===== config.mk =====
export PLATFORM = sky130hd
export DESIGN_NAME = pga_sqrt_cell
export DESIGN_NICKNAME = d
export VERILOG_FILES = /design/src/pga_pkg.sv /design/src/pga_sqrt_cell.sv
export SDC_FILE = /design/constraint.sdc
export NUM_CORES = 1
export LEC_CHECK = 0
export BUFFER_PORTS_ARGS = -buffer_cell sky130_fd_sc_hd__buf_2
export CAP_MARGIN = 20
export CORE_UTILIZATION = 52
export DETAILED_ROUTE_END_ITERATION = 8
export MAX_ROUTING_LAYER = met4
export PLACE_DENSITY = 0.86
export RECOVER_POWER = 50
export SYNTH_ARGS = -nofsm -noshare
export SYNTH_HDL_FRONTEND = slang
export SYNTH_SLANG_ARGS = --single-unit

===== constraint.sdc =====
create_clock -name clk -period 1.7 [get_ports clk]
set_input_delay 0.255 -clock clk [delete_from_list [all_inputs] [get_ports clk]]
set_output_delay 0.255 -clock clk [all_outputs]
set_load 0.005 [all_outputs]

===== src/pga_pkg.sv =====
// shared types and constants for the pairwise ground affinity block
`default_nettype none
package pga_pkg;

    localparam int CoordW = 24;
    localparam int DistW = 25;
    localparam int SimW = 17;
    localparam int RadW = 24;
    localparam int SqW = 50;
    localparam int RemW = 27;
    localparam int DivRemW = 25;

    localparam logic [DistW-1:0] DIST_MAX = 25'h1FFFFFF;
    localparam logic [SimW-1:0] SIM_ONE = 17'h10000;

    localparam logic CFG_SIM_RADIUS = 1'b0;
    localparam logic CFG_GATE_RADIUS = 1'b1;

    typedef struct packed {
        logic signed [CoordW-1:0] row_x;
        logic signed [CoordW-1:0] row_y;
        logic row_known;
        logic signed [CoordW-1:0] col_x;
        logic signed [CoordW-1:0] col_y;
        logic col_known;
        logic on_diagonal;
        logic last_pair;
    } pga_in_t;

    typedef struct packed {
        logic [DistW-1:0] distance;
        logic distance_known;
        logic [SimW-1:0] similarity;
        logic gate_allowed;
        logic last_out;
    } pga_out_t;

    // flags riding along the front and root stages
    typedef struct packed {
        logic known;
        logic diag;
        logic last;
    } pga_side_t;

    // everything settled before the divider
    typedef struct packed {
        logic known;
        logic diag;
        logic last;
        logic gate;
        logic sim_en;
        logic [DistW-1:0] dist_sat;
    } pga_res_t;

endpackage
`default_nettype wire


===== src/pga_sqrt_cell.sv =====
// one bit of the pipelined integer square root
`default_nettype none
module pga_sqrt_cell
    import pga_pkg::*;
(
    input  wire logic clk,
    input  wire logic rst_n,
    input  wire logic adv,
    input  wire logic valid_in,
    input  wire logic [SqW-1:0] rad_in,
    input  wire logic [RemW-1:0] rem_in,
    input  wire logic [DistW-1:0] root_in,
    input  wire pga_side_t side_in,
    output logic valid_reg,
    output logic [SqW-1:0] rad_reg,
    output logic [RemW-1:0] rem_reg,
    output logic [DistW-1:0] root_reg,
    output pga_side_t side_reg
);

    logic [RemW+1:0] rem4;
    logic [RemW+1:0] trial;
    logic ge;
    logic [RemW-1:0] rem_next;
    logic [DistW-1:0] root_next;

    always_comb
    begin
        rem4 = {rem_in, rad_in[SqW-1 -: 2]};
        trial = {2'b00, root_in, 2'b01};
        ge = (rem4 >= trial);
        rem_next = ge ? RemW'(rem4 - trial) : RemW'(rem4);
        root_next = {root_in[DistW-2:0], ge};
    end

    always_ff @(posedge clk or negedge rst_n)
    begin
        if (!rst_n)
        begin
            valid_reg <= 1'b0;
        end
        else if (adv)
        begin
            valid_reg <= valid_in;
        end
    end

    always_ff @(posedge clk)
    begin
        if (adv)
        begin
            rad_reg <= {rad_in[SqW-3:0], 2'b00};
            rem_reg <= rem_next;
            root_reg <= root_next;
            side_reg <= side_in;
        end
    end

endmodule
`default_nettype wire


==> summary.md <==
| Metric | Value |
|---|---|
| Status | `complete, but fails checks` |
| Failing checks | `negative setup slack` |
| Grt met2 use | `51.96%` |
| Via count | `around 4300` |
| Final non-filler cell area | `0.007721 mm²` |
| Top cells by area, synth | `edfxtp_1, ha_1, mux2_4` |
| Fin crit share | `151.5%` |
| Seq/Total Area, Yosys | `about three fifths` |
| Clock skew | `0 ns` |
| Cell Area, Synth | `0.005107 mm²` |
| # port buffers | `around 210` |
| Number of remaining DRC errors | `0` |
| Layout area overhead | `51.18%` |
| Critical Path Max Stage Delay | `0.41 ns` |
| CTS tree | `yes` |
| Layout cells sized above 1 | `slightly below 60%` |
| Pre-antenna DRT Iters | `5` |
| DP Area | `a little over 0.007 mm²` |
| Cell accounting for the most synthesized area | `edfxtp_1` |
| Max reg flops | `48` |
| Slew Viols, Final | `0` |
| Placer congestion estimate | `around 0.9` |
| Post-layout util | `82.39%` |
| Worst Hold Class | `in -> reg` |
| Crit path buffers/inverters | `4` |
| Drt first-iter violations | `215` |
| Initial core utilization | `54.50%` |
| Largest net degree at the start of global routing | `35` |
| Final setup margin | `-0.8750 ns` |
| Overall Power | `6523 µW` |
| CTS max path bufs | `2` |
| Die area | `approximately 0.01 mm²` |
| Pleak | `0.003563 µW` |
| Critical Path RT | `1.83 ns` |
| Max cap viols | `0` |
| Met1 Use GR | `27.78%` |
| Antenna-violating nets left | `0` |
| Syn Area/Cell | `13.88 µm²` |
| Rows | `35` |
| VDD IR max | `0.0005893 V` |
| Min Tclk post-route | `2.575 ns` |
| Slowest CP cell | `a2111o_1` |
| Wire length per cell | `17.43 µm` |
| Synth async-reset ratio | `0.9615%` |
| Diode count | `0` |
| Syn Inst Count | `368` |
| CP top delay family | `compound AO/OA/AOI/OAI gates` |
| Vias in the first global route | `between 4000 and 5000` |
| CTS H-tree lvls | `3` |
| Final WL | `between 10 and 15 mm` |
| Clk slew on worst S/H paths | `0.11 ns` |
| Die height | `slightly above 100 µm` |
| Worst skew pair latency | `0.35 ns` |
| GR Layer Usage met3 | `6.033%` |
| # fillers | `around 560` |
| Arr. time, crit path | `2.71 ns` |
| Clock Tree Root | `clkbuf_8` |
| Worst Setup Start Kind | `primary input` |
| Share of the synthesized area in the top cell type | `60.56%` |
| Number of synthesized flops with an enable pin | `103` |
| Vias/cell | `5.224` |
| Detailed placement HPWL | `10.53 mm` |
| Core Footprint | `0.009371 mm²` |
| Unique masters post-synth | `54` |
| CP endpoint kind | `flop` |
| Flop2flop setup slack | `~0.89 ns` |
| P per Cell Area | `844.8 mW/mm²` |
| #FFs+latches synth | `104` |
| Synth warn | `0` |
| CP cell instances | `buf_12, inv_12, ha_4, and3_4, and2_4, a221oi_2, o31ai_2, a41oi_2, o31ai_2, a2111o_1, buf_12, clkbuf_16, mux2_4` |
| Worst-path maximum fanout | `6` |
| Inserted Clock Buffers | `9` |
| RSZ-0062 raised after global routing | `true` |
| F_max | `between 300 and 400 MHz` |
| Critical path type | `in -> reg` |
| Die width | `101.1 µm` |
| Main synth FF type | `edfxtp_1` |
| Global-route wire length before repair | `a little over 20 mm` |
| Post-route setup TNS | `-23.28 ns` |
| Tightest Pin Transition | `between 1 and 1.5 ns` |
| Final hold viol count | `0` |
| Overflow after GRT | `0` |
| GR peak layer | `met2` |
| Fin nets | `832` |
| I/O pin cnt | `215` |
| Gr usage total | `between 20% and 30%` |
| Relative max-transition margin | `between 10% and 20%` |
| CTS sink cnt | `~100` |
| # setup viols final | `28` |
| Initial antenna violation count | `0` |
==> path summary, 6_finish.rpt <==
path,from,endpoint,cells past startpoint
max,root_in[12],rem_reg[19]$_DFFE_PP_,13
min,rad_in[37],rad_reg[39]$_DFFE_PP_,1
max reg2reg,valid_reg$_DFFE_PN0P_,valid_reg$_DFFE_PN0P_,1
min reg2reg,valid_reg$_DFFE_PN0P_,valid_reg$_DFFE_PN0P_,1
max in group asynchronous,rst_n,valid_reg$_DFFE_PN0P_,2
min in group asynchronous,rst_n,valid_reg$_DFFE_PN0P_,2
==> routing by layer <==
layer,wire (µm),share of wire (%)
met3,1102,7.6
met1,5068,35
met2,7875,54
met4,418,2.9
met5,0,0
==> per-stage QoR <==
step | setup WS [ns] | hold WS (ns) | cells
2_1_floorplan | -1.008 | -0.04059 | 369
3_3_place_gp | -1.175 | 0.02976 | 794
3_5_place_dp | -1.317 | 0.04572 | 794
4_1_cts | -0.8152 | 0.04221 | 816
5_1_grt | -0.9094 | 0.03375 | 830
6_report | -0.8750 | 0.05320 | 830
==> cell type report <==
type	count	area [µm²]	area share, %
Clock buffer	9	123.9	1.604
Multi-Input combinational cell	212	2023	26.20
Clock inverter	7	66.31	0.8589
Inverter	40	165.2	2.139
Tap cell	129	161.4	2.090
Timing Repair Buffer	329	2063	26.72
Sequential cell	104	3118	40.38
==> cell families (layout without fill, tap and decap cells) <==
group                      after synthesis  after routing  share of synthesized area (%)
DFF                                    104            104                          61.05
other                                    1              2                        0.07342
and+or+nand+nor                         54             54                          5.512
xor gates and xnor gates                25             25                          4.287
adders and majority gates               27             27                          6.614
AOI/OAI and AO/OA                       77             77                          10.46
buffers and inverters                   53            385                          5.022
muxes                                   27             27                          6.982
==> Yosys cell counts, types with 3 or more instances <==
cell	instances
mux2_4	15
a21oi_1	24
edfxtp_1	103
nor3_1	3
clkbuf_1	5
a211oi_1	3
o21bai_1	5
nand4_1	9
mux2_2	9
o221ai_1	3
a31oi_1	3
xor2_1	8
ha_1	27
mux2i_1	3
nor2_1	13
nand3_1	3
nand2b_1	4
inv_1	40
a21o_1	7
xnor2_1	17
o21a_1	3
nand2_1	12
o21ai_1	4
o21ai_0	6
==> power breakdown <==
group / switching, µW / internal [µW] / total (µW)
clock: 925 / 564 / 1490
sequential: 68.7 / 3130 / 3200
combinational: 818 / 1020 / 1830
total: 1810 / 4710 / 6520
==> timing repair <==
action                     4_1_cts  5_1_grt
hold endpoints to repair         1        0
hold buffers                     1        0
gates resized for setup         24       20
pin swaps                        1        7
gates cloned                     0        2
buffers inserted                 5       12
setup endpoints to repair       28       28
==> cells in the final DEF, fill, tap and decap left out, types with 4 or more instances in the layout <==
master and n:
a21oi_1 20, inv_1 31, clkbuf_1 10, mux2_2 8, xor2_1 8, buf_4 105, ha_1 12, inv_2 7
a21oi_2 4, nand4_1 9, nand2b_1 4, ha_4 14, a21o_1 7, mux2_4 16, edfxtp_1 103, nand2_1 11
buf_6 7, o21ai_0 5, o21bai_1 5, xnor2_1 16, clkbuf_8 9, buf_12 5, nor2_1 13, buf_2 198
Note: power is estimated with default switching activity, not from simulation.
