## src/pga_pkg.sv

```systemverilog
// shared types and constants for the pairwise ground affinity block
`default_nettype none
package pga_pkg;

    localparam int CoordW = 24;
    localparam int DistW = 25;
    localparam int SimW = 17;
    localparam int RadW = 24;
    localparam int SqW = 50;
    localparam int RemW = 27;
    localparam int DivRemW = 25;

    localparam logic [DistW-1:0] DIST_MAX = 25'h1FFFFFF;
    localparam logic [SimW-1:0] SIM_ONE = 17'h10000;

    localparam logic CFG_SIM_RADIUS = 1'b0;
    localparam logic CFG_GATE_RADIUS = 1'b1;

    typedef struct packed {
        logic signed [CoordW-1:0] row_x;
        logic signed [CoordW-1:0] row_y;
        logic row_known;
        logic signed [CoordW-1:0] col_x;
        logic signed [CoordW-1:0] col_y;
        logic col_known;
        logic on_diagonal;
        logic last_pair;
    } pga_in_t;

    typedef struct packed {
        logic [DistW-1:0] distance;
        logic distance_known;
        logic [SimW-1:0] similarity;
        logic gate_allowed;
        logic last_out;
    } pga_out_t;

    // flags riding along the front and root stages
    typedef struct packed {
        logic known;
        logic diag;
        logic last;
    } pga_side_t;

    // everything settled before the divider
    typedef struct packed {
        logic known;
        logic diag;
        logic last;
        logic gate;
        logic sim_en;
        logic [DistW-1:0] dist_sat;
    } pga_res_t;

endpackage
`default_nettype wire

```

## src/pga_div_cell.sv

```systemverilog
// one quotient bit of the pipelined similarity divider
`default_nettype none
module pga_div_cell
    import pga_pkg::*;
#(
    parameter bit SHIFT = 1'b1
)
(
    input  wire logic clk,
    input  wire logic rst_n,
    input  wire logic adv,
    input  wire logic [RadW-1:0] divisor,
    input  wire logic valid_in,
    input  wire logic [DivRemW-1:0] rem_in,
    input  wire logic [SimW-1:0] q_in,
    input  wire pga_res_t res_in,
    output logic valid_reg,
    output logic [DivRemW-1:0] rem_reg,
    output logic [SimW-1:0] q_reg,
    output pga_res_t res_reg
);

    logic [DivRemW-1:0] cand;
    logic ge;

    always_comb
    begin
        cand = SHIFT ? {rem_in[DivRemW-2:0], 1'b0} : rem_in;
        ge = (cand >= {1'b0, divisor});
    end

    always_ff @(posedge clk or negedge rst_n)
    begin
        if (!rst_n)
        begin
            valid_reg <= 1'b0;
        end
        else if (adv)
        begin
            valid_reg <= valid_in;
        end
    end

    always_ff @(posedge clk)
    begin
        if (adv)
        begin
            rem_reg <= ge ? (cand - {1'b0, divisor}) : cand;
            q_reg <= {q_in[SimW-2:0], ge};
            res_reg <= res_in;
        end
    end

endmodule
`default_nettype wire

```

## config.mk

```make
export PLATFORM = sky130hd
export DESIGN_NAME = pga_div_cell
export DESIGN_NICKNAME = d
export VERILOG_FILES = /design/src/pga_pkg.sv /design/src/pga_div_cell.sv
export SDC_FILE = /design/constraint.sdc
export NUM_CORES = 1
export LEC_CHECK = 0
export ABC_CLOCK_PERIOD_IN_PS = 900
export BUFFER_PORTS_ARGS = -buffer_cell sky130_fd_sc_hd__buf_2
export CAP_MARGIN = 25
export CORE_ASPECT_RATIO = 1.75
export CORE_MARGIN = 1
export CORE_UTILIZATION = 45
export CTS_CLUSTER_SIZE = 12
export DETAILED_ROUTE_END_ITERATION = 7
export PLACE_DENSITY_LB_ADDON = 0.3
export SLEW_MARGIN = 20
export SYNTH_ARGS = -nofsm -noshare
export SYNTH_HDL_FRONTEND = slang
export SYNTH_SLANG_ARGS = --single-unit
```

## constraint.sdc

```tcl
create_clock -name clk -period 0.9 [get_ports clk]
set_input_delay 0.18 -clock clk [delete_from_list [all_inputs] [get_ports clk]]
set_output_delay 0.18 -clock clk [all_outputs]
set_load 0.02 [all_outputs]
```

==> impl_metrics.ini, run 1 <==
[drt]
antenna_violating_nets_post_route = 0
iteration_0_drc_count_of_the_detailed_router = 321
route.vias.total = 4329
drt-total-wl_mm = 17.3
remaining_drc_errors = 0
drt-wirelength-per-cell_um = 22.6
via_per_inst = 5.66
drtPass1Iterations = 5

[clock_tree]
clock_latency_reported_for_the_late_side_of_the_worst_skew_pair_ps = 330
clkTransAtPathRegs_ps = 60
number_of_cts_inserted_buffers = 9
number_of_clock_sinks_seen_by_cts = 73
cts-htree-levels = 3
cts_tree = yes
clock_tree.root_cell = sky130_fd_sc_hd__clkbuf_16
ctsLongestPathBuffers = 2

[sta]
timing.fmax_mhz = 452
clock_skew_ps = 0
timing.final.hold_violations = 0
grt_setup_unrepaired = yes
final_critical_delay_including_setup_and_external_delays_ps = 2210
worstMarginPinSlew_ps = 472
max_slew_margin = 0.682
timing.final.setup_violations = 100
maxSlewViolCount = 0
min_period_over_period = 2.46
timing.final.ws_setup_ps = -1310

[place]
detailedPlace.worstSlack_ps = -1670
buffer_ports.inserted = 170
gp_congestion = 0.941
placedInstanceArea_um2 = 6080
place.detailed.hpwl_mm = 10.1

[grt]
grt.overflow.total = 0
first_global_vias = 4072
globalRouteTotalUtil = 0.275
antenna_found_initial = 1
grt_first_pass_wirelength_mm = 19.6
pin_count_of_the_biggest_net_entering_global_routing = 54

[power_and_ir_drop]
irDropWorstVdd_mv = 1.04
power.density_cell_area_nw_per_um2 = 1680
fin_total_pwr_mw = 12.4
p_leak_nw = 3.28

[synthesis]
postSynth.asyncResetShare = 0.0137
synth_cell_type_count = 62
synth_seq_cells = 73
ys_top_cells_by_area = sky130_fd_sc_hd__edfxtp_1 (51%), sky130_fd_sc_hd__ha_1 (7.1%), sky130_fd_sc_hd__mux2_4 (5.7%), sky130_fd_sc_hd__inv_1 (2.7%), sky130_fd_sc_hd__a21oi_1 (2.6%)
synth_top_flop_cell = sky130_fd_sc_hd__edfxtp_1
count_of_flip_flops_with_a_built_in_enable_after_synthesis = 72
synth.net_count = 476
post_synth_inst_count = 351
synth.yosys.warnings = 0
seq_total_area_yosys = 0.515
syn_area_um2 = 4240
avgSynthCellArea_um2 = 12.1
synth.top_cell.area_share = 0.509
synth_area_leader_cell = sky130_fd_sc_hd__edfxtp_1

[floorplanning]
floorplan.die_area_um2 = 9840
initial_utilization = 0.467
standard_cell_rows = 46
die_width_um = 75.4
core_area_um2 = 9090
floorplan.die.height_um = 130
ioPinCount = 173

[setup_path]
worst_path_dominant_cell_family = compound AO/OA/AOI/OAI gates
cp.buffers_inverters = 2
setup.worst_path.end_class = flop
crit_slowest_cell = sky130_fd_sc_hd__a311oi_1
cell_chain_critical_path = buf_2 -> ha_4 -> a21o_1 -> a21oi_1 -> nand2_1 -> buf_4 -> a311oi_1 -> o21bai_1 -> xor2_1 -> mux2_4
crit_path_start_kind = primary input
crit_path_max_fanout = 5
cpPeakStageDelay_ps = 340
worst-setup-path-type = in2reg
arrival_worst_endpoint_ps = 2290
worst_ep_required_time_ps = 980

[finish]
multi_input_comb_area_um2 = 2290
largest_reg_flops = 30
synthToLayoutAreaGrowth_pct = 74.1
fraction_of_layout_instances_using_a_drive_strength_above_1 = 0.607
sequential_cell_area_um2 = 2190
finalInstanceArea_um2 = 7390
final.fill_count = 498
finalNetCount = 764

[outcome]
status = finished, violations left
violations = negative setup slack

[run]
max-cap-violations = 0

[min_path]
worst_hold_path_type = in2reg
-- cells by family (layout without fill, tap and decap cells) --
logic type / after synthesis / after routing / synth area share
other: 0 / 1 / 0
XOR/XNOR: 17 / 17 / 0.0351
AO/OA/AOI/OAI: 85 / 85 / 0.137
flip-flops: 73 / 73 / 0.515
multiplexers: 26 / 26 / 0.0820
adder cells (fa/ha/maj): 25 / 25 / 0.0755
AND/OR/NAND/NOR: 84 / 84 / 0.111
buffers and inverters: 41 / 334 / 0.0439
-- cell usage after synthesis, drive strengths merged (2+ instances only) --
library cell / instances
a211oi: 5
a21o: 5
a21oi: 25
a22oi: 2
a311oi: 2
and3: 3
buf: 8
clkbuf: 3
edfxtp: 72
ha: 24
inv: 30
mux2: 22
mux2i: 4
nand2: 25
nand2b: 6
nand3: 4
nand4: 6
nor2: 17
nor2b: 5
nor3: 8
o211ai: 4
o21a: 5
o21ai: 22
o21bai: 4
or3: 3
xnor2: 10
xor2: 7
-- final cells by class --
type                            count  area share
Tap cell                          120      0.0203
Clock buffer                       11      0.0315
Antenna cell                        1    0.000339
Sequential cell                    73       0.296
Inverter                           30      0.0176
Multi-Input combinational cell    237       0.310
Clock inverter                      5     0.00762
Timing Repair Buffer              288       0.317
-- where the power goes --
group / switching, mW / internal (mW) / total [mW]
clock network: 1.42 / 2.15 / 3.57
logic: 2.13 / 2.32 / 4.45
registers: 0.219 / 4.20 / 4.42
-- metrics by stage --
| stage | hold slack (ps) | util | cells | TNS (ps) |
|---|---|---|---|---|
| floorplan | -116 | - | 351 | -33980 |
| global placement | -45.4 | 0.669 | 732 | -42820 |
| detailed placement | -43.5 | 0.669 | 732 | -44330 |
| CTS | 24.7 | 0.752 | 754 | -40090 |
| global route | 14.3 | 0.813 | 765 | -45970 |
| finish | 24.8 | 0.813 | 765 | -43570 |
-- final timing paths --
kind	end	cells after the start	start	slack, ps
max	rem_reg[9]$_DFFE_PP_	10	rem_in[2]	-1310
min	q_reg[16]$_DFFE_PP_	1	q_in[15]	20
max reg2reg	valid_reg$_DFFE_PN0P_	2	valid_reg$_DFFE_PN0P_	-20
min reg2reg	valid_reg$_DFFE_PN0P_	2	valid_reg$_DFFE_PN0P_	680
max in group asynchronous	valid_reg$_DFFE_PN0P_	2	rst_n	620
min in group asynchronous	valid_reg$_DFFE_PN0P_	2	rst_n	190
-- routing by layer --
layer  global-route usage  up-vias  routed length (µm)
met1                0.239     2063                5710
met2                0.548      292                8910
li1                     -     1882                   -
met3               0.0445       92                1220
met4                0.170        0                1430
met5                    0        -                   0
-- timing repair --
action,4_1_cts,5_1_grt
endpoints found under the setup margin,99,99
endpoints found under the hold margin,1,0
cloned,1,0
hold buffers,1,0
pin swaps,23,18
setup buffers,5,10
gates resized for setup,93,139
-- worst register-to-register path, stage by stage, from the launching register on --
cell and delay (ps):
sky130_fd_sc_hd__dfrtp_1 400, sky130_fd_sc_hd__buf_4 140, sky130_fd_sc_hd__mux2_2 260
-- cells in the final DEF, fill, tap and decap left out, types with 4 or more instances in the layout --
cell type / instances
sky130_fd_sc_hd__buf_2: 90
sky130_fd_sc_hd__buf_4: 106
sky130_fd_sc_hd__nor3_1: 5
sky130_fd_sc_hd__inv_4: 5
sky130_fd_sc_hd__xnor2_1: 10
sky130_fd_sc_hd__nand2_1: 22
sky130_fd_sc_hd__a21o_1: 5
sky130_fd_sc_hd__ha_1: 6
sky130_fd_sc_hd__o21a_1: 5
sky130_fd_sc_hd__o21ai_0: 17
sky130_fd_sc_hd__inv_2: 4
sky130_fd_sc_hd__clkbuf_16: 9
sky130_fd_sc_hd__edfxtp_1: 72
sky130_fd_sc_hd__nand4_1: 5
sky130_fd_sc_hd__inv_1: 20
sky130_fd_sc_hd__xor2_1: 7
sky130_fd_sc_hd__nand2b_1: 4
sky130_fd_sc_hd__buf_6: 83
sky130_fd_sc_hd__buf_12: 4
sky130_fd_sc_hd__ha_4: 17
sky130_fd_sc_hd__mux2_4: 21
sky130_fd_sc_hd__nor2_1: 13
sky130_fd_sc_hd__mux2i_1: 4
sky130_fd_sc_hd__a21oi_1: 21
No activity file was read; power rests on OpenSTA's default activity.
==> run 2, diff against run 1 <==
--- a/config.mk
+++ b/config.mk
@@ -7,13 +7,13 @@
 export LEC_CHECK = 0
 export ABC_CLOCK_PERIOD_IN_PS = 900
 export BUFFER_PORTS_ARGS = -buffer_cell sky130_fd_sc_hd__buf_2
-export CAP_MARGIN = 25
 export CORE_ASPECT_RATIO = 1.75
 export CORE_MARGIN = 1
 export CORE_UTILIZATION = 45
 export CTS_CLUSTER_SIZE = 12
 export DETAILED_ROUTE_END_ITERATION = 7
 export PLACE_DENSITY_LB_ADDON = 0.3
+export RECOVER_POWER = 50
 export SLEW_MARGIN = 20
 export SYNTH_ARGS = -nofsm -noshare
 export SYNTH_HDL_FRONTEND = slang
==> run 2 against run 1 <==
Effect of this change:
- the run still ends with negative setup slack left
- total power fell by 0.12%
- clock power barely moved
- combinational power barely moved
- non-clock buffer count did not move
- register-to-register slack barely moved
- wire length rose by 0.10%
- sequential share of layout area rose by 0.13 points
- sequential power barely moved
- flip-flop and latch count did not move
- clock skew did not move
- clock-buffer cell count did not move
- setup slack got worse by 17 ps
- largest cell class unchanged
- largest power group unchanged
- highest routed layer unchanged
==> impl_metrics.ini, run 2 (synthesis results as in run 1) <==
[floorplanning]
ioPinCount = 173
initial_utilization = 0.467
floorplan.die.height_um = 130
standard_cell_rows = 46
floorplan.die_area_um2 = 9840
die_width_um = 75.4
core_area_um2 = 9090

[sta]
grt_setup_unrepaired = yes
final_critical_delay_including_setup_and_external_delays_ps = 2230
timing.final.hold_violations = 0
min_period_over_period = 2.48
maxSlewViolCount = 0
worstMarginPinSlew_ps = 474
timing.fmax_mhz = 449
max_slew_margin = 0.681
clock_skew_ps = 0
timing.final.setup_violations = 100
timing.final.ws_setup_ps = -1330

[run]
max-cap-violations = 0

[grt]
met1_usage = 0.239
pin_count_of_the_biggest_net_entering_global_routing = 54
grt.overflow.total = 0
use_met2 = 0.548
grt_busiest_layer = met2
met3_usage = 0.0445
grt_first_pass_wirelength_mm = 19.6
globalRouteTotalUtil = 0.275
first_global_vias = 4072
antenna_found_initial = 1

[clock_tree]
clkTransAtPathRegs_ps = 60
number_of_cts_inserted_buffers = 9
cts_tree = yes
ctsLongestPathBuffers = 2
clock_tree.root_cell = sky130_fd_sc_hd__clkbuf_16
number_of_clock_sinks_seen_by_cts = 73
cts-htree-levels = 3
clock_latency_reported_for_the_late_side_of_the_worst_skew_pair_ps = 330

[finish]
final_common_cell = sky130_fd_sc_hd__buf_4
finalNetCount = 764
fraction_of_layout_instances_using_a_drive_strength_above_1 = 0.596
synthToLayoutAreaGrowth_pct = 73.4
most_frequent_cells_in_the_layout = sky130_fd_sc_hd__buf_4 (103), sky130_fd_sc_hd__buf_2 (84), sky130_fd_sc_hd__buf_6 (83)
finalNonFillerCells = 765
largest_reg_flops = 30

[setup_path]
worst_ep_required_time_ps = 980
crit_path_max_fanout = 4
setup.worst_path.end_class = flop
ff2ff_path_depth = 2
worst-setup-path-type = in2reg
arrival_worst_endpoint_ps = 2310
crit_path_start_kind = primary input

[drt]
drt-wirelength-per-cell_um = 22.6
remaining_drc_errors = 0
via_per_inst = 5.67
route.vias.total = 4340
iteration_0_drc_count_of_the_detailed_router = 330
drtPass1Iterations = 5
antenna_violating_nets_post_route = 0
drt-total-wl_mm = 17.3

[place]
dp.cells = 732
buffer_ports.inserted = 170
gp_congestion = 0.941
place.detailed.hpwl_mm = 10.1
detailedPlace.worstSlack_ps = -1670

[min_path]
holdPathStages = 1
worst_hold_path_type = in2reg

[outcome]
violations = negative setup slack
status = finished, violations left

[power_and_ir_drop]
irDropWorstVdd_mv = 1.04
power.density_cell_area_nw_per_um2 = 1690
p_leak_nw = 3.26
[run 2: layer usage]
| metal | routed length, µm | share of wire | vias up |
|---|---|---|---|
| met5 | 0 | 0 | - |
| met4 | 1410 | 0.081 | 0 |
| met3 | 1210 | 0.070 | 89 |
| met2 | 8940 | 0.52 | 296 |
| met1 | 5740 | 0.33 | 2075 |
| li1 | - | - | 1880 |
[run 2: where the power goes]
group          leakage [nW]  total, mW  internal, mW  switching (mW)
clock network         0.139       3.57          2.15            1.42
logic                  2.40       4.43          2.30            2.13
registers             0.716       4.42          4.20           0.218
total                  3.26       12.4          8.65            3.77
[run 2: layout make-up]
cell class,count,area (µm²)
repair buffers,288,2310
fillers,501,1740
inverters,30,130
clock inverters,5,56.3
clock buffers,11,233
well taps,120,150
flip-flops and latches,73,2190
diodes,1,2.50
multi-input cells,237,2290
[run 2: through the flow]
| step | power, mW | utilization | instance area [µm²] | hold WS (ps) | TNS (ps) |
|---|---|---|---|---|---|
| global route | 12.8 | 0.809 | 7360 | 14.3 | -45970 |
| floorplan | 6.23 | - | 4360 | -116 | -33980 |
| finish | 12.4 | 0.809 | 7360 | 24.1 | -43650 |
| global placement | 7.65 | 0.669 | 6080 | -45.4 | -42820 |
| detailed placement | 7.74 | 0.669 | 6080 | -43.5 | -44330 |
| CTS | 11.6 | 0.752 | 6840 | 24.7 | -40090 |
[run 2: critical path: stages]
cell,delay (ps)
sky130_fd_sc_hd__buf_6,90
sky130_fd_sc_hd__inv_4,50
sky130_fd_sc_hd__ha_4,210
sky130_fd_sc_hd__buf_4,150
sky130_fd_sc_hd__a21oi_4,140
sky130_fd_sc_hd__nand2b_1,210
sky130_fd_sc_hd__a21boi_2,220
sky130_fd_sc_hd__nand2_2,100
sky130_fd_sc_hd__or4_1,540
sky130_fd_sc_hd__and3_1,160
sky130_fd_sc_hd__mux2_4,270
[run 2: path summary, 6_finish.rpt]
path | startpoint | to | slack (ps)
worst min register to register | valid_reg$_DFFE_PN0P_ | valid_reg$_DFFE_PN0P_ | 670
min in group asynchronous | rst_n | valid_reg$_DFFE_PN0P_ | 200
worst max register to register | valid_reg$_DFFE_PN0P_ | valid_reg$_DFFE_PN0P_ | -20
worst max-delay path | divisor[9] | rem_reg[20]$_DFFE_PP_ | -1330
max in group asynchronous | rst_n | valid_reg$_DFFE_PN0P_ | 580
worst min-delay path | q_in[15] | q_reg[16]$_DFFE_PP_ | 20
[run 2: what timing repair did]
item | CTS | global route
endpoints found under the hold margin | 1 | 0
setup endpoints to repair | 99 | 99
hold buffers | 1 | 0
pin swaps | 23 | 18
setup buffers | 5 | 10
cloned | 1 | 0
resized for setup | 93 | 139
==> run 3, diff against run 2 <==
--- a/config.mk
+++ b/config.mk
@@ -5,6 +5,7 @@
 export SDC_FILE = /design/constraint.sdc
 export NUM_CORES = 1
 export LEC_CHECK = 0
+export ABC_AREA = 1
 export ABC_CLOCK_PERIOD_IN_PS = 900
 export BUFFER_PORTS_ARGS = -buffer_cell sky130_fd_sc_hd__buf_2
 export CORE_ASPECT_RATIO = 1.75
==> run 3 against run 2 <==
Effect of this change:
- the flow still finishes with violations (negative setup slack)
- clock power up 11%
- synthesized cell count up 60%
- critical endpoint is now rem_reg[14]$_DFFE_PP_
- highest routed layer unchanged
- combinational power down 5.2%
- total power up 0.66%
- sequential share of layout area down 1.6 points
==> impl_metrics.ini, run 3 <==
[power_and_ir_drop]
p_leak_nw = 3.93
power.density_cell_area_nw_per_um2 = 1600
irDropWorstVdd_mv = 1.61

[synthesis]
seq_total_area_yosys = 0.476
synth_area_leader_cell = sky130_fd_sc_hd__edfxtp_1
post_synth_inst_count = 560
synth_top_flop_cell = sky130_fd_sc_hd__edfxtp_1
avgSynthCellArea_um2 = 8.20
synth.yosys.warnings = 0
synth.top_cell.area_share = 0.471
syn_area_um2 = 4590
synth_cell_type_count = 30
synth_common_cells = sky130_fd_sc_hd__nand2_1 (205), sky130_fd_sc_hd__inv_1 (116), sky130_fd_sc_hd__edfxtp_1 (72)
postSynth.asyncResetShare = 0.0137
synth.net_count = 685
synth_seq_cells = 73
ys_top_cells_by_area = sky130_fd_sc_hd__edfxtp_1 (47%), sky130_fd_sc_hd__nand2_1 (17%), sky130_fd_sc_hd__inv_1 (9.5%), sky130_fd_sc_hd__ha_1 (6.5%), sky130_fd_sc_hd__nand3_1 (5.0%)
count_of_flip_flops_with_a_built_in_enable_after_synthesis = 72
count_leader_synth = sky130_fd_sc_hd__nand2_1

[grt]
grt_first_pass_wirelength_mm = 23.9
first_global_vias = 4825
grt.overflow.total = 0
globalRouteTotalUtil = 0.306
pin_count_of_the_biggest_net_entering_global_routing = 29
antenna_found_initial = 0

[drt]
via_per_inst = 4.94
drt-total-wl_mm = 16.5
drt-wirelength-per-cell_um = 17.1
antenna_violating_nets_post_route = 0
remaining_drc_errors = 0
iteration_0_drc_count_of_the_detailed_router = 227
route.vias.total = 4759
drtPass1Iterations = 4

[setup_path]
ff2ff_setup_slack_ps = -10
setup.worst_path.end_class = flop
cpPeakStageDelay_ps = 230
crit_path_max_fanout = 5
cell_chain_critical_path = buf_8 -> inv_4 -> ha_4 -> ha_4 -> inv_2 -> nor2_1 -> nand2_1 -> nor2_2 -> nand2_2 -> nand3_2 -> nor2_4 -> nand2_8 -> clkbuf_16 -> nand3_2 -> nand2_1
ff2ff_path_depth = 2
arrival_worst_endpoint_ps = 1650
crit_slowest_cell = sky130_fd_sc_hd__nor2_4
crit_path_start_kind = primary input
worst-setup-path-type = in2reg
worst_ep_required_time_ps = 990

[finish]
finalNetCount = 958
final_core_utilization = 0.786
final_common_cell = sky130_fd_sc_hd__nand2_1
antenna-diode-count = 0
synthToLayoutAreaGrowth_pct = 69.7
most_frequent_cells_in_the_layout = sky130_fd_sc_hd__nand2_1 (145), sky130_fd_sc_hd__buf_2 (102), sky130_fd_sc_hd__inv_1 (88)
fraction_of_layout_instances_using_a_drive_strength_above_1 = 0.523
largest_reg_flops = 30

[sta]
timing.fmax_mhz = 642
maxSlewViolCount = 0
timing.final.setup_violations = 102
holdWs_ps = 17.3
timing.final.hold_violations = 0
fin_tns_setup_ps = -27160
max_slew_margin = 0.720
clock_skew_ps = 0
final_critical_delay_including_setup_and_external_delays_ps = 1560
grt_setup_unrepaired = yes
min_period_over_period = 1.73
worstMarginPinSlew_ps = 419
timing.final.ws_setup_ps = -659

[min_path]
worst_hold_path_type = in2reg
holdPathStages = 1

[place]
gp_congestion = 0.941
place.detailed.hpwl_mm = 12.1
detailedPlace.worstSlack_ps = -1030
buffer_ports.inserted = 170

[clock_tree]
clock_latency_reported_for_the_late_side_of_the_worst_skew_pair_ps = 330
clock_tree.root_cell = sky130_fd_sc_hd__clkbuf_16
number_of_clock_sinks_seen_by_cts = 73
ctsLongestPathBuffers = 2
cts_tree = yes
cts-htree-levels = 3
clkTransAtPathRegs_ps = 60
number_of_cts_inserted_buffers = 9

[floorplanning]
ioPinCount = 173
floorplan.die.height_um = 136
initial_utilization = 0.463
floorplan.die_area_um2 = 10600
standard_cell_rows = 48
die_width_um = 78.4
core_area_um2 = 9910

[outcome]
status = finished, violations left
violations = negative setup slack

[run]
max-cap-violations = 0
==> run 3: cell count changes in the layout (fill, tap and decap cells not counted), sizes merged, moves of 19 or more <==
cell,change
mux2,-21
nand2,+183
buf,-19
nand3,+53
o21ai,-21
inv,+88
==> run 3: critical path, delay by kind of cell <==
| kind | cells | cell delay (ps) |
|---|---|---|
| buf+inv | 4 | 370 |
| fa+ha+maj | 2 | 350 |
| simple gates | 9 | 760 |
==> run 3: what timing repair did <==
item / CTS / global route
hold buffers: 1 / 0
endpoints found under the hold margin: 1 / 0
cloned: 2 / 1
buffers inserted: 8 / 2
endpoints found under the setup margin: 99 / 100
pin swaps: 14 / 16
resized for setup: 119 / 117
==> run 3: cell families after synthesis <==
group | count (synthesis) | share of synthesized area
simple gates | 314 | 0.310
fa+ha+maj | 25 | 0.0698
mux | 1 | 0.00245
buf+inv | 123 | 0.107
compound gates | 15 | 0.0177
xor+xnor | 9 | 0.0172
flops | 73 | 0.476
==> run 3: metal layers <==
layer  up-vias  track usage  part of all wire
li1       2319            -                 -
met1      2180        0.292              0.34
met2       203        0.605              0.57
met3        57       0.0465             0.044
met4         0        0.164             0.052
met5         -            0                 0
==> run 3: where the power goes <==
part | leakage (nW) | switching [mW] | internal, mW
Combinational | 3.06 | 2.24 | 1.96
Sequential | 0.716 | 0.163 | 4.17
Clock | 0.159 | 1.46 | 2.51
==> run 3: cell type report <==
| class | instances | area (µm²) |
|---|---|---|
| clock buffers | 10 | 239 |
| clock inverters | 6 | 90.1 |
| fillers | 646 | 2120 |
| inverters | 117 | 442 |
| multi-input cells | 364 | 2600 |
| flip-flops and latches | 73 | 2190 |
| well taps | 125 | 156 |
| repair buffers | 268 | 2070 |
==> run 3: final timing paths <==
| path | start | end |
|---|---|---|
| worst max-delay path | divisor[1] | rem_reg[14]$_DFFE_PP_ |
| worst min-delay path | q_in[15] | q_reg[16]$_DFFE_PP_ |
| worst max register to register | valid_reg$_DFFE_PN0P_ | valid_reg$_DFFE_PN0P_ |
| worst min register to register | valid_reg$_DFFE_PN0P_ | valid_reg$_DFFE_PN0P_ |
| max in group asynchronous | rst_n | valid_reg$_DFFE_PN0P_ |
| min in group asynchronous | rst_n | valid_reg$_DFFE_PN0P_ |
==> run 3: metrics by stage <==
step                      power, mW  instance area (µm²)  std cells
after floorplan                6.26                 4980        560
after global placement         7.68                 6620        933
after detailed placement       7.77                 6620        933
after CTS                      12.1                 7400        960
after global routing           13.0                 7790        963
final                          12.5                 7790        963
